[src/hdl/sirt_pkg.sv]
// Shared constants, codes and types of the sorted rank table.
package sirt_pkg;

	localparam int DEPTH      = 1024;
	localparam int VALUE_BITS = 32;
	localparam int IDX_W      = $clog2(DEPTH);
	localparam int LEN_W      = IDX_W + 1;
	localparam int KIND_W     = 3;
	localparam int STAT_W     = 3;
	localparam int QDEPTH     = 2;

	typedef enum logic [KIND_W-1:0] {
		OP_LOAD   = 3'd0,
		OP_REWIND = 3'd1,
		OP_NEXT   = 3'd2,
		OP_PEEK   = 3'd3,
		OP_NTH    = 3'd4,
		OP_RANK   = 3'd5,
		OP_BAD    = 3'd6
	} op_t;

	typedef enum logic [STAT_W-1:0] {
		ST_OK     = 3'd0,
		ST_END    = 3'd1,
		ST_EDOM   = 3'd2,
		ST_NOTSUP = 3'd3,
		ST_FULL   = 3'd4
	} status_t;

	typedef enum logic [3:0] {
		S_IDLE,
		S_SRCH,
		S_CMP,
		S_SHRD,
		S_SHWR,
		S_INS,
		S_LRES,
		S_EMIT
	} state_t;

	typedef struct packed {
		op_t                    op;
		logic signed [VALUE_BITS-1:0] value;
		logic [IDX_W-1:0]       index;
		logic                   start_new;
	} cmd_t;

endpackage

[src/hdl/sirt_front.sv]
// Front end: accepts items, classifies the operation and queues them.
module sirt_front (
	input  logic                                   clk,
	input  logic                                   arst_n,
	input  logic                                   start,
	input  logic [sirt_pkg::KIND_W-1:0]            kind,
	input  logic signed [sirt_pkg::VALUE_BITS-1:0] value,
	input  logic [sirt_pkg::IDX_W-1:0]             index,
	input  logic                                   start_new,
	output logic                                   busy,
	output sirt_pkg::cmd_t                         cmd,
	output logic                                   cmd_valid,
	input  logic                                   cmd_pop
);
	import sirt_pkg::*;

	cmd_t             entry_q [QDEPTH];
	logic             wr_q, rd_q;
	logic [1:0]       cnt_q;
	logic             push, pop;
	cmd_t             incoming;

	always_comb begin
		incoming.value     = value;
		incoming.index     = index;
		incoming.start_new = start_new;
		unique case (kind)
			OP_LOAD: incoming.op = OP_LOAD;
			OP_REWIND: incoming.op = OP_REWIND;
			OP_NEXT: incoming.op = OP_NEXT;
			OP_PEEK: incoming.op = OP_PEEK;
			OP_NTH: incoming.op = OP_NTH;
			OP_RANK: incoming.op = OP_RANK;
			default: incoming.op = OP_BAD;
		endcase
	end

	assign busy      = (cnt_q == 2'(QDEPTH));
	assign cmd_valid = (cnt_q != 2'd0);
	assign cmd       = entry_q[rd_q];
	assign push      = start && !busy;
	assign pop       = cmd_pop && cmd_valid;

	always_ff @(posedge clk or negedge arst_n) begin
		if (!arst_n) begin
			wr_q  <= 1'b0;
			rd_q  <= 1'b0;
			cnt_q <= 2'd0;
		end else begin
			if (push) wr_q <= ~wr_q;
			if (pop) rd_q <= ~rd_q;
			cnt_q <= cnt_q + 2'(push) - 2'(pop);
		end
	end

	always_ff @(posedge clk) begin
		if (push) entry_q[wr_q] <= incoming;
	end

endmodule

[config.mk]
export PLATFORM = sky130hd
export DESIGN_NAME = sirt_front
export DESIGN_NICKNAME = d
export VERILOG_FILES = /design/src/hdl/sirt_pkg.sv /design/src/hdl/sirt_front.sv
export SDC_FILE = /design/constraint.sdc
export NUM_CORES = 1
export LEC_CHECK = 0
export BUFFER_PORTS_ARGS = -buffer_cell sky130_fd_sc_hd__buf_4
export CAP_MARGIN = 5
export CELL_PAD_IN_SITES_DETAIL_PLACEMENT = 1
export CELL_PAD_IN_SITES_GLOBAL_PLACEMENT = 1
export CORE_UTILIZATION = 49
export CTS_BUF_LIST = sky130_fd_sc_hd__clkbuf_4 sky130_fd_sc_hd__clkbuf_8
export DETAILED_ROUTE_END_ITERATION = 16
export GPL_ROUTABILITY_DRIVEN = 0
export PLACE_DENSITY_LB_ADDON = 0.1
export RECOVER_POWER = 25
export SETUP_SLACK_MARGIN = 0.4
export SKIP_CTS_REPAIR_TIMING = 1
export SLEW_MARGIN = 10
export SYNTH_ARGS = -nofsm -noshare
export SYNTH_HDL_FRONTEND = slang
export SYNTH_SLANG_ARGS = --single-unit
[constraint.sdc]
create_clock -name clk -period 5.7 [get_ports clk]
set_input_delay 0.855 -clock clk [delete_from_list [all_inputs] [get_ports clk]]
set_output_delay 0.855 -clock clk [all_outputs]
set_load 0.005 [all_outputs]
Yosys cells after proc, flatten, opt, wreduce, memory -nomap -nowiden
Memory sizes are Yosys's and may differ from the RTL's. Index checks and enable logic that the tools add are counted.

$add $sub $neg: 2. Eq/ne operators: 6. Multiplexer cells: 3. Bitwise gates (word level): 2. Reduce and logical (&&, ||, !) cells: 5.

Operator list (count): $pmux W3 S6 (1); $eq A3 B2 Y1 const B (2); $eq A3 B3 Y1 const B (2); $eq A3 B1 Y1 const B (1); $logic_not A3 Y1 (1); $add A2 B1 Y2 (1); $eq A2 B2 Y1 const B (1); $logic_and A1 B1 Y1 (2); $mux W1 (2); $not A1 Y1 (2); $reduce_bool A2 Y1 (1); $sub A2 B1 Y2 (1); $logic_not A1 Y1 (1).

Register bits: 4. Bits in writable memories: 92. Bits of input ports: 50. Output and inout bits: 48. Word-level logic and storage cells: 22. Memories kept: 1.

Memories: entry_q (words 2, width 46, read ports 1, clocked after Yosys merged registers in 0, wr ports 1, line sirt_front.sv:17) `cmd_t entry_q [QDEPTH];`.

Logic depth before layout (Yosys ltp)
Gate-level depths: netlist of run 1.

Word-level depth: 5. Gate-level depth with buffers: 7. Gate-level depth less buffers: 7.

Worst setup path after synthesis of run 1
OpenSTA, ideal clock, no wires.

Path kind: input to register. Start: input start. End: memory entry_q[0][0] in the netlist's numbering, enable pin. Arrival time: 2.881 ns. Required time: 5.250 ns. Slack: 2.369 ns. Stages on the path: 2. Buffers on the path: 0. Cells stage by stage: nand2_1 > nor2_1.

Word-level cells in the longest chain between the ends: 3.

RTL lines: start, declared (line sirt_front.sv:5) `input logic start,`; $logic_and A1 B1 Y1 (line sirt_front.sv:41) `assign push = start && !busy;`; $mux W1 (line sirt_front.sv:57) `if (push) entry_q[wr_q] <= incoming;`; $mux W1 (implied by the code) (line sirt_front.sv:57); end, declared (line sirt_front.sv:17).

No other way between the ends.

==> run_results.csv, run 1 <==
group,metric,value,unit
clock_network,numCtsBuffers,9,
setup_path,critPathSlowestCell,"dfrtp_2",
cells_and_area,mostFrequentLayoutCells,"edfxtp_1, buf_4, clkbuf_4, mux2_4, mux2_2",
routing,ant_nets,0,
cells_and_area,layout_commonest_cell,"edfxtp_1",
synth,yosys.area.top_type_share,75.46,%
die,pin_count,98,
setup_path,arrival,2190,ps
timing,relSlewSlack,25.92,%
setup_path,rrSetupSlack,3670,ps
timing,hold_viol,0,
clock_network,clk_latency,350,ps
synth,ys_seq_area_share,78.20,%
global_routing,antenna_found_initial,0,
global_routing,grt_use_total,17.35,%
timing,skew,9.450,ps
setup_path,cp_cell_sequence,"buf_4 > mux2_2 > buf_4",
synth,yosys.area.top_type,"edfxtp_1",
clock_network,clockBufferDepth,2,
die,die_w,88.44,µm
place,hpwl,4476,µm
routing,routedWlPerCell,17.27,µm
setup_path,worstPathRequired,4850,ps
timing,setup_viol,0,
synth,yosysUniqueCellTypes,18,
cells_and_area,stdcell_count,371,
place,placed_cells,355,
timing,worst_slew_pin_slew,1111,ps
setup_path,critPathCaptureType,"output pin",
timing,min_period,3041,ps
power,power_density,473.4,mW/mm²
cells_and_area,n_antenna_cell,0,
clock_network,cts_tree,"done",
run,drv_cap,0,
die,core.rowCount,31,
run_status,status,"complete, no violations",
clock_network,cts.sinks,96,
routing,remaining_drc_errors,0,
setup_path,r2r_cells,4,
setup_path,cp-start-kind,"register",
clock_network,root_buffer,"clkbuf_8",
timing,max_freq,328.8,MHz
synth,syn_area,0.003661,mm²
global_routing,gr-usage-met1,19.27,%
setup_path,worst-setup-path-type,"register to output pin",
cells_and_area,drive_above_1_share,59.93,%
clock_network,htreeDepth,3,
global_routing,grtUsageMet2,32.03,%
setup_path,crit_path_frequent_cell,"buf_4",
synth,ys_seq_elements,96,
global_routing,gr-usage-met3,4.291,%
timing,maxSlewViolCount,0,
global_routing,top_usage_layer,"met2",
clock_network,path_clk_slew,80,ps
synth,ys_top_cells_by_area,"edfxtp_1, mux2_4, mux2_2",
synth,synth_warnings,0,
global_routing,grt_max_degree,47,
die,floorplan.initialDensity,50.47,%
cells_and_area,nNetsFinal,319,
setup_path,max_stage_delay,800,ps
routing,via_count,1821,
timing,fin_hold_ws,334.3,ps
synth,synth_cells,164,
synth,synth_area_per_cell,22.32,µm²
routing,routed_wl,6406,µm
die,core,0.007253,mm²
routing,drt-pass1-iter-count,4,
setup_path,r2r-start,"cnt_q[1]$_DFF_PN0_",
power,leakagePower,1.834,nW
routing,via_per_inst,4.908,
timing,period_share,53.36,%
power,vdd_ir_drop_max,224.8,µV
routing,drtIter0Drc,78,
min_path,holdCritPathClass,"input pin to asynchronous set/reset pin",
setup_path,cp_max_fo,25,
die,die_y,88.44,µm
timing,rsz0062_at_grt,"false",
global_routing,grt_pass1_wl,9666,µm
synth,syn_nets,216,
place,io_buffers,97,
cells_and_area,syn_to_final_growth,27.51,%
setup_path,cp-startpoint,"rd_q$_DFFE_PN0P_",
die,die_area,0.007821,mm²
timing,fin_setup_tns,0,ps
global_routing,grt_remaining_overflow,0,
global_routing,grt_pass1_vias,2014,
setup_path,worstReg2RegEnd,"entry_q[0][37]$_DFFE_PP_",
## stage by stage
stage	instance area, µm²	setup WS, ps	total power (W)	util, %
2_1_floorplan	3661	2369	0.001488	-
3_3_place_gp	4481	3026	0.001793	61.77
3_5_place_dp	4481	2997	0.001822	61.77
4_1_cts	4672	2619	0.002247	64.41
5_1_grt	4668	2545	0.002332	64.36
6_report	4668	2659	0.002210	64.36
## cells by family (layout without fill, tap and decap cells)
family	count (synthesis)	count (layout)	synth area share [%]
AO/OA/AOI/OAI	1	1	0.2051
multiplexers	46	46	17.22
flip-flops	96	96	78.20
AND/OR/NAND/NOR	6	6	0.9571
adder cells (fa/ha/maj)	2	2	0.6834
buffers and inverters	9	117	1.777
XOR/XNOR	4	4	0.9571
## worst max-delay path, delay by kind of cell (launching register included)
| family | cells | cell delay (ps) |
|---|---|---|
| DFF | 1 | 800 |
| buffers and inverters | 2 | 630 |
| muxes | 1 | 390 |
## sequential cells by signal (all words and copies together) (netlist names)
| signal | cells |
|---|---|
| rd_q | 1 |
| entry_q | 92 |
| cnt_q | 2 |
| wr_q | 1 |
## where the power goes
part	switching [W]	total [W]	internal, W	leakage [nW]
combinational	0.000286	0.000729	0.000444	0.836
sequential	0.0000857	0.00105	0.000968	0.900
clock	0.000221	0.000427	0.000206	0.0971
total	0.000592	0.00221	0.00162	1.83
## how the worst max path moves through the flow
stage / end / slack (ps)
after floorplan: entry_q[0][0]$_DFFE_PP_ / 2370
after global placement: cmd[5] / 3030
after detailed placement: cmd[38] / 3000
after CTS: cmd[2] / 2620
after global routing: cmd[2] / 2540
final: cmd[2] / 2660
## cells in the mapped netlist
| cell | count |
|---|---|
| mux2_4 | 30 |
| inv_1 | 2 |
| buf_6 | 4 |
| nand2_1 | 1 |
| buf_2 | 1 |
| and2_4 | 1 |
| xor2_1 | 1 |
| edfxtp_1 | 92 |
| and3_1 | 1 |
| dfrtp_1 | 4 |
| clkbuf_1 | 2 |
| mux2_2 | 16 |
| or2_1 | 1 |
| xnor2_1 | 3 |
| nand2b_1 | 1 |
| nor2_1 | 1 |
| ha_1 | 2 |
| a21boi_0 | 1 |
## area by class of cell
class / instances / area [µm²]
repair buffers: 99 / 739.5
clock buffers: 10 / 131.4
inverters: 2 / 7.507
clock inverters: 6 / 60.06
multi-input cells: 59 / 742.0
fillers: 667 / 2585
flip-flops and latches: 96 / 2864
well taps: 99 / 123.9
## metal layers
metal	routed length, µm	up-vias
met3	327	7
li1	-	842
met1	2425	916
met4	78	0
met2	3574	56
met5	0	-
(Power assumes the default switching activity.)
==> run 2: changes to the inputs <==
CORE_UTILIZATION = 41   (was 49)
clock period = 2.6 ns   (was 5.7 ns; I/O delays follow)
==> run 2 against run 1 <==
  * Clock-buffer cell count up 2
  * Wire length down 5.0%
  * Clock skew about the same
  * Highest routed layer unchanged
  * Critical endpoint unchanged
  * Hold slack worse by 100 ps
  * Sequential power up 110%
  * Die area up 19%
  * First-iteration DRC count down 26%
  * Critical path depth unchanged
  * Largest cell class unchanged
==> run_results.csv, run 2 (synthesized netlist as in run 1, its figures left out) <==
group,metric,value,unit
clock_network,htreeDepth,3,
die,die_area,0.009311,mm²
global_routing,antenna_found_initial,0,
clock_network,numCtsBuffers,9,
run,drv_cap,0,
min_path,min_path_cells,1,
timing,max_freq,483.5,MHz
cells_and_area,regMostFlops,"entry_q",
routing,via_count,1787,
clock_network,cts_tree,"done",
setup_path,arrival,1680,ps
setup_path,rrSetupSlack,890,ps
cells_and_area,reg_top3,"entry_q (92), cnt_q (2)",
cells_and_area,syn_to_final_growth,29.22,%
die,floorplan.initialDensity,42.19,%
die,die_y,96.50,µm
setup_path,cp_max_fo,18,
timing,fin_setup_tns,0,ps
min_path,min_to,"entry_q[1][30]$_DFFE_PP_",
routing,remaining_drc_errors,0,
routing,ant_nets,0,
timing,skew,9.489,ps
routing,routedWlPerCell,15.85,µm
power,vdd_ir_drop_max,408.0,µV
routing,via_per_inst,4.654,
timing,rsz0062_at_grt,"false",
power,internal_power,0.003567,W
power,switching_power,0.001300,W
timing,setup_viol,0,
clock_network,path_clk_slew,90,ps
cells_and_area,layout_commonest_cell,"edfxtp_1",
global_routing,grt_use_total,13.84,%
power,power_density,1029,mW/mm²
min_path,holdCritPathClass,"input pin to register",
power,swShare,26.71,%
clock_network,clockBufferDepth,2,
setup_path,worst-setup-path-type,"register to output pin",
clock_network,clk_latency,340,ps
timing,period_share,79.55,%
cells_and_area,nNetsFinal,323,
setup_path,r2r_cells,7,
setup_path,worstReg2RegEnd,"cnt_q[1]$_DFF_PN0_",
power,clkPwrFrac,18.3,%
die,pin_count,98,
timing,worst_slew_pin_slew,373.3,ps
place,io_buffers,97,
setup_path,cp-start-kind,"register",
die,die_w,96.50,µm
clock_network,cts.sinks,96,
die,core,0.008678,mm²
cells_and_area,mostFrequentLayoutCells,"edfxtp_1, buf_4, mux2_4, clkbuf_4, mux2_2",
setup_path,worstPathRequired,2210,ps
global_routing,grt_remaining_overflow,0,
cells_and_area,stdcell_count,384,
power,leakagePower,1.845,nW
clock_network,root_buffer,"clkbuf_8",
power,seq_power_share,45.8,%
cells_and_area,n_antenna_cell,0,
cells_and_area,largest_reg_flops,92,
routing,drt-pass1-iter-count,4,
timing,hold_viol,0,
routing,routed_wl,6087,µm
cells_and_area,drive_above_1_share,59.06,%
global_routing,grt_max_degree,42,
run_status,status,"complete, no violations",
power,pwr-share-comb,36.0,%
setup_path,r2r-start,"cnt_q[1]$_DFF_PN0_",
die,core.rowCount,34,
timing,relSlewSlack,74.89,%
setup_path,critPathCaptureType,"output pin",
global_routing,grt_pass1_vias,1827,
place,placed_cells,367,
cells_and_area,fillers,801,
routing,drtIter0Drc,58,
timing,min_period,2068,ps
global_routing,grt_pass1_wl,9204,µm
min_path,hold_path_startpoint,"value[19]",
timing,maxSlewViolCount,0,
## run 2: through the flow
| step | util [%] | hold slack (ps) | cell area, µm² | total power (W) | setup slack [ps] |
|---|---|---|---|---|---|
| global placement | 52.45 | 191.4 | 4552 | 0.004034 | 899.1 |
| CTS | 54.61 | -190.9 | 4740 | 0.004968 | 497.4 |
| global route | 54.51 | 222.1 | 4731 | 0.005157 | 459.2 |
| finish | 54.51 | 233.7 | 4731 | 0.004867 | 531.8 |
| detailed placement | 52.45 | 192.9 | 4552 | 0.004073 | 885.3 |
| floorplan | - | 94.41 | 3669 | 0.003262 | 550.7 |
## run 2: power by group through the flow
stage	logic, W	registers [W]	clock network [W]
after detailed placement	0.00180	0.00227	0
after CTS	0.00181	0.00224	0.000925
after global routing	0.00191	0.00227	0.000975
after floorplan	0.00103	0.00223	0
after global placement	0.00178	0.00225	0
final	0.00175	0.00223	0.000888
## run 2: area by class of cell
| class | instances | area, µm² | share of cell area (%) |
|---|---|---|---|
| flip-flops and latches | 96 | 2864 | 60.54 |
| repair buffers | 103 | 794.5 | 16.79 |
| multi-input cells | 59 | 742.0 | 15.68 |
| clock buffers | 12 | 158.9 | 3.359 |
| well taps | 108 | 135.1 | 2.856 |
| clock inverters | 4 | 28.78 | 0.6083 |
| inverters | 2 | 7.507 | 0.1587 |
## run 2: worst max-delay path by stage
stage	from	end	slack [ps]	depth (start not counted)
after floorplan	cnt_q[1]$_DFF_PN0_	entry_q[1][0]$_DFFE_PP_	550	2
after global placement	rd_q$_DFFE_PN0P_	cmd[2]	900	3
after detailed placement	rd_q$_DFFE_PN0P_	cmd[2]	890	3
after CTS	rd_q$_DFFE_PN0P_	cmd[2]	500	3
after global routing	rd_q$_DFFE_PN0P_	cmd[2]	460	3
final	rd_q$_DFFE_PN0P_	cmd[2]	530	3
## run 2: critical path: stages, from the launching register on
cell	delay [ps]
dfrtp_2	460
buf_4	350
mux2_2	390
buf_4	130
## run 2: per-layer routing
metal | global-route usage (%) | wire, µm
met5 | 0 | 0
met4 | 6.250 | 93
met3 | 3.521 | 355
met2 | 23.18 | 3112
met1 | 16.87 | 2526
==> run 3: changes to the inputs <==
clock period = 1.9 ns   (was 2.6 ns; I/O delays follow)
==> run 3 against run 2 <==
  * Clock power increased by 50%
  * Wire length is 6.2% higher
  * Setup slack got worse by 400 ps
  * Sequential cell count is the same
  * Total power up 44%
  * Highest routed layer unchanged
  * Global-route usage decreased by 0.40 points
  * Combinational power grew 52%
  * Register-to-register slack got worse by 620 ps
  * Clock-buffer cell count fell by 3
  * Cell area is 3.0% higher
==> run_results.csv, run 3 (synthesized netlist as in run 1, its figures left out) <==
group,metric,value,unit
clock_network,cts.sinks,96,
timing,relSlewSlack,83.61,%
cells_and_area,mostFrequentLayoutCells,"edfxtp_1, buf_4, clkbuf_4, mux2_4, mux2_2",
cells_and_area,drive_above_1_share,62.63,%
setup_path,worst-setup-path-type,"register to output pin",
timing,max_freq,564.6,MHz
global_routing,grt_max_degree,43,
timing,worst_slack,128.9,ps
timing,fin_setup_tns,0,ps
timing,skew,11.51,ps
clock_network,clockBufferDepth,2,
routing,remaining_drc_errors,0,
global_routing,antenna_found_initial,0,
clock_network,htreeDepth,3,
timing,period_share,93.21,%
setup_path,worstPathRequired,1620,ps
clock_network,path_clk_slew,90,ps
clock_network,numCtsBuffers,9,
cells_and_area,syn_to_final_growth,33.08,%
setup_path,cp_max_fo,18,
die,die_y,96.50,µm
setup_path,cp-start-kind,"register",
timing,hold_viol,0,
power,vdd_ir_drop_max,791.7,µV
cells_and_area,reg_top3,"entry_q (92), cnt_q (2)",
timing,worst_slew_pin_slew,243.6,ps
clock_network,root_buffer,"clkbuf_8",
cells_and_area,largest_reg_flops,92,
die,die_area,0.009311,mm²
setup_path,arrival,1490,ps
cells_and_area,n_antenna_cell,0,
timing,maxSlewViolCount,0,
clock_network,cts_tree,"done",
die,die_w,96.50,µm
routing,routedWlPerCell,16.61,µm
routing,routed_wl,6463,µm
clock_network,clk_latency,350,ps
run,drv_cap,0,
routing,drtIter0Drc,32,
die,pin_count,98,
die,floorplan.initialDensity,42.19,%
timing,rsz0062_at_grt,"true",
routing,via_count,1826,
run_status,status,"complete, no violations",
cells_and_area,nNetsFinal,328,
timing,setup_viol,0,
place,hpwl,4113,µm
global_routing,grt_use_total,13.45,%
routing,ant_nets,0,
timing,min_period,1771,ps
setup_path,critPathCaptureType,"output pin",
place,pre_cts_slack,227.5,ps
global_routing,grt_remaining_overflow,0,
routing,drt-pass1-iter-count,4,
power,leakagePower,1.905,nW
min_path,holdCritPathClass,"input pin to register",
routing,via_per_inst,4.694,
global_routing,grt_pass1_vias,1793,
cells_and_area,regMostFlops,"entry_q",
die,core,0.008678,mm²
global_routing,grt_pass1_wl,8756,µm
power,power_density,1442,mW/mm²
place,io_buffers,97,
die,core.rowCount,34,
cells_and_area,layout_commonest_cell,"edfxtp_1",
[run 3: cell types whose count changed in the layout (fill, tap and decap cells not counted), moves of 2 or more]
cell	change
buf_4	+2
buf_6	+2
clkbuf_1	-3
clkbuf_16	+2
clkbuf_8	-2
ha_1	-2
ha_4	+2
inv_6	+2
[run 3: per-stage QoR]
| stage | cells | power [W] | util [%] | hold WS [ps] | instance area [µm²] |
|---|---|---|---|---|---|
| 5_1_grt | 389 | 0.007417 | 56.14 | 107.1 | 4872 |
| 3_3_place_gp | 367 | 0.005523 | 52.48 | 85.04 | 4554 |
| 2_1_floorplan | 164 | 0.004461 | - | -10.59 | 3672 |
| 3_5_place_dp | 367 | 0.005578 | 52.48 | 84.44 | 4554 |
| 4_1_cts | 383 | 0.006923 | 54.82 | -306.9 | 4757 |
| 6_report | 389 | 0.007024 | 56.14 | 121.3 | 4872 |
[run 3: layout make-up]
cell class | instances | area, µm²
inverter | 2 | 7.507
timing repair buffer | 108 | 885.9
fill | 815 | 3806
tap | 108 | 135.1
clock inverter | 7 | 78.83
clock buffer | 9 | 123.9
multi-input combinational | 59 | 777.0
sequential | 96 | 2864
[run 3: report_power, final]
| group | leakage (nW) | switching (W) | total, W | internal, W |
|---|---|---|---|---|
| Combinational | 0.907 | 0.00107 | 0.00266 | 0.00159 |
| Clock | 0.0982 | 0.000703 | 0.00133 | 0.000624 |
| Sequential | 0.900 | 0.000147 | 0.00304 | 0.00289 |
| Total | 1.90 | 0.00192 | 0.00702 | 0.00511 |
[run 3: worst max-delay path, stage by stage, from the launching register on]
cell and delay [ps]:
dfrtp_2 450, clkbuf_16 240, mux2_4 310, buf_4 140
[run 3: worst paths after layout]
kind,slack (ps),endpoint,depth (start not counted),startpoint
worst min register to register,560,wr_q$_DFFE_PN0N_,1,wr_q$_DFFE_PN0N_
worst max register to register,270,cnt_q[1]$_DFF_PN0_,7,cnt_q[1]$_DFF_PN0_
min in group asynchronous,250,wr_q$_DFFE_PN0N_,2,arst_n
worst max-delay path,130,cmd[12],3,rd_q$_DFFE_PN0P_
worst min-delay path,120,entry_q[1][39]$_DFFE_PP_,1,value[28]
max in group asynchronous,1540,rd_q$_DFFE_PN0P_,2,arst_n
[run 3: routing by layer]
metal | part of all wire (%) | vias up | track usage, %
met4 | 1.7 | 0 | 7.353
li1 | - | 859 | -
met1 | 38 | 897 | 14.24
met2 | 53 | 60 | 23.47
met3 | 7.0 | 10 | 4.538
met5 | 0 | - | 0
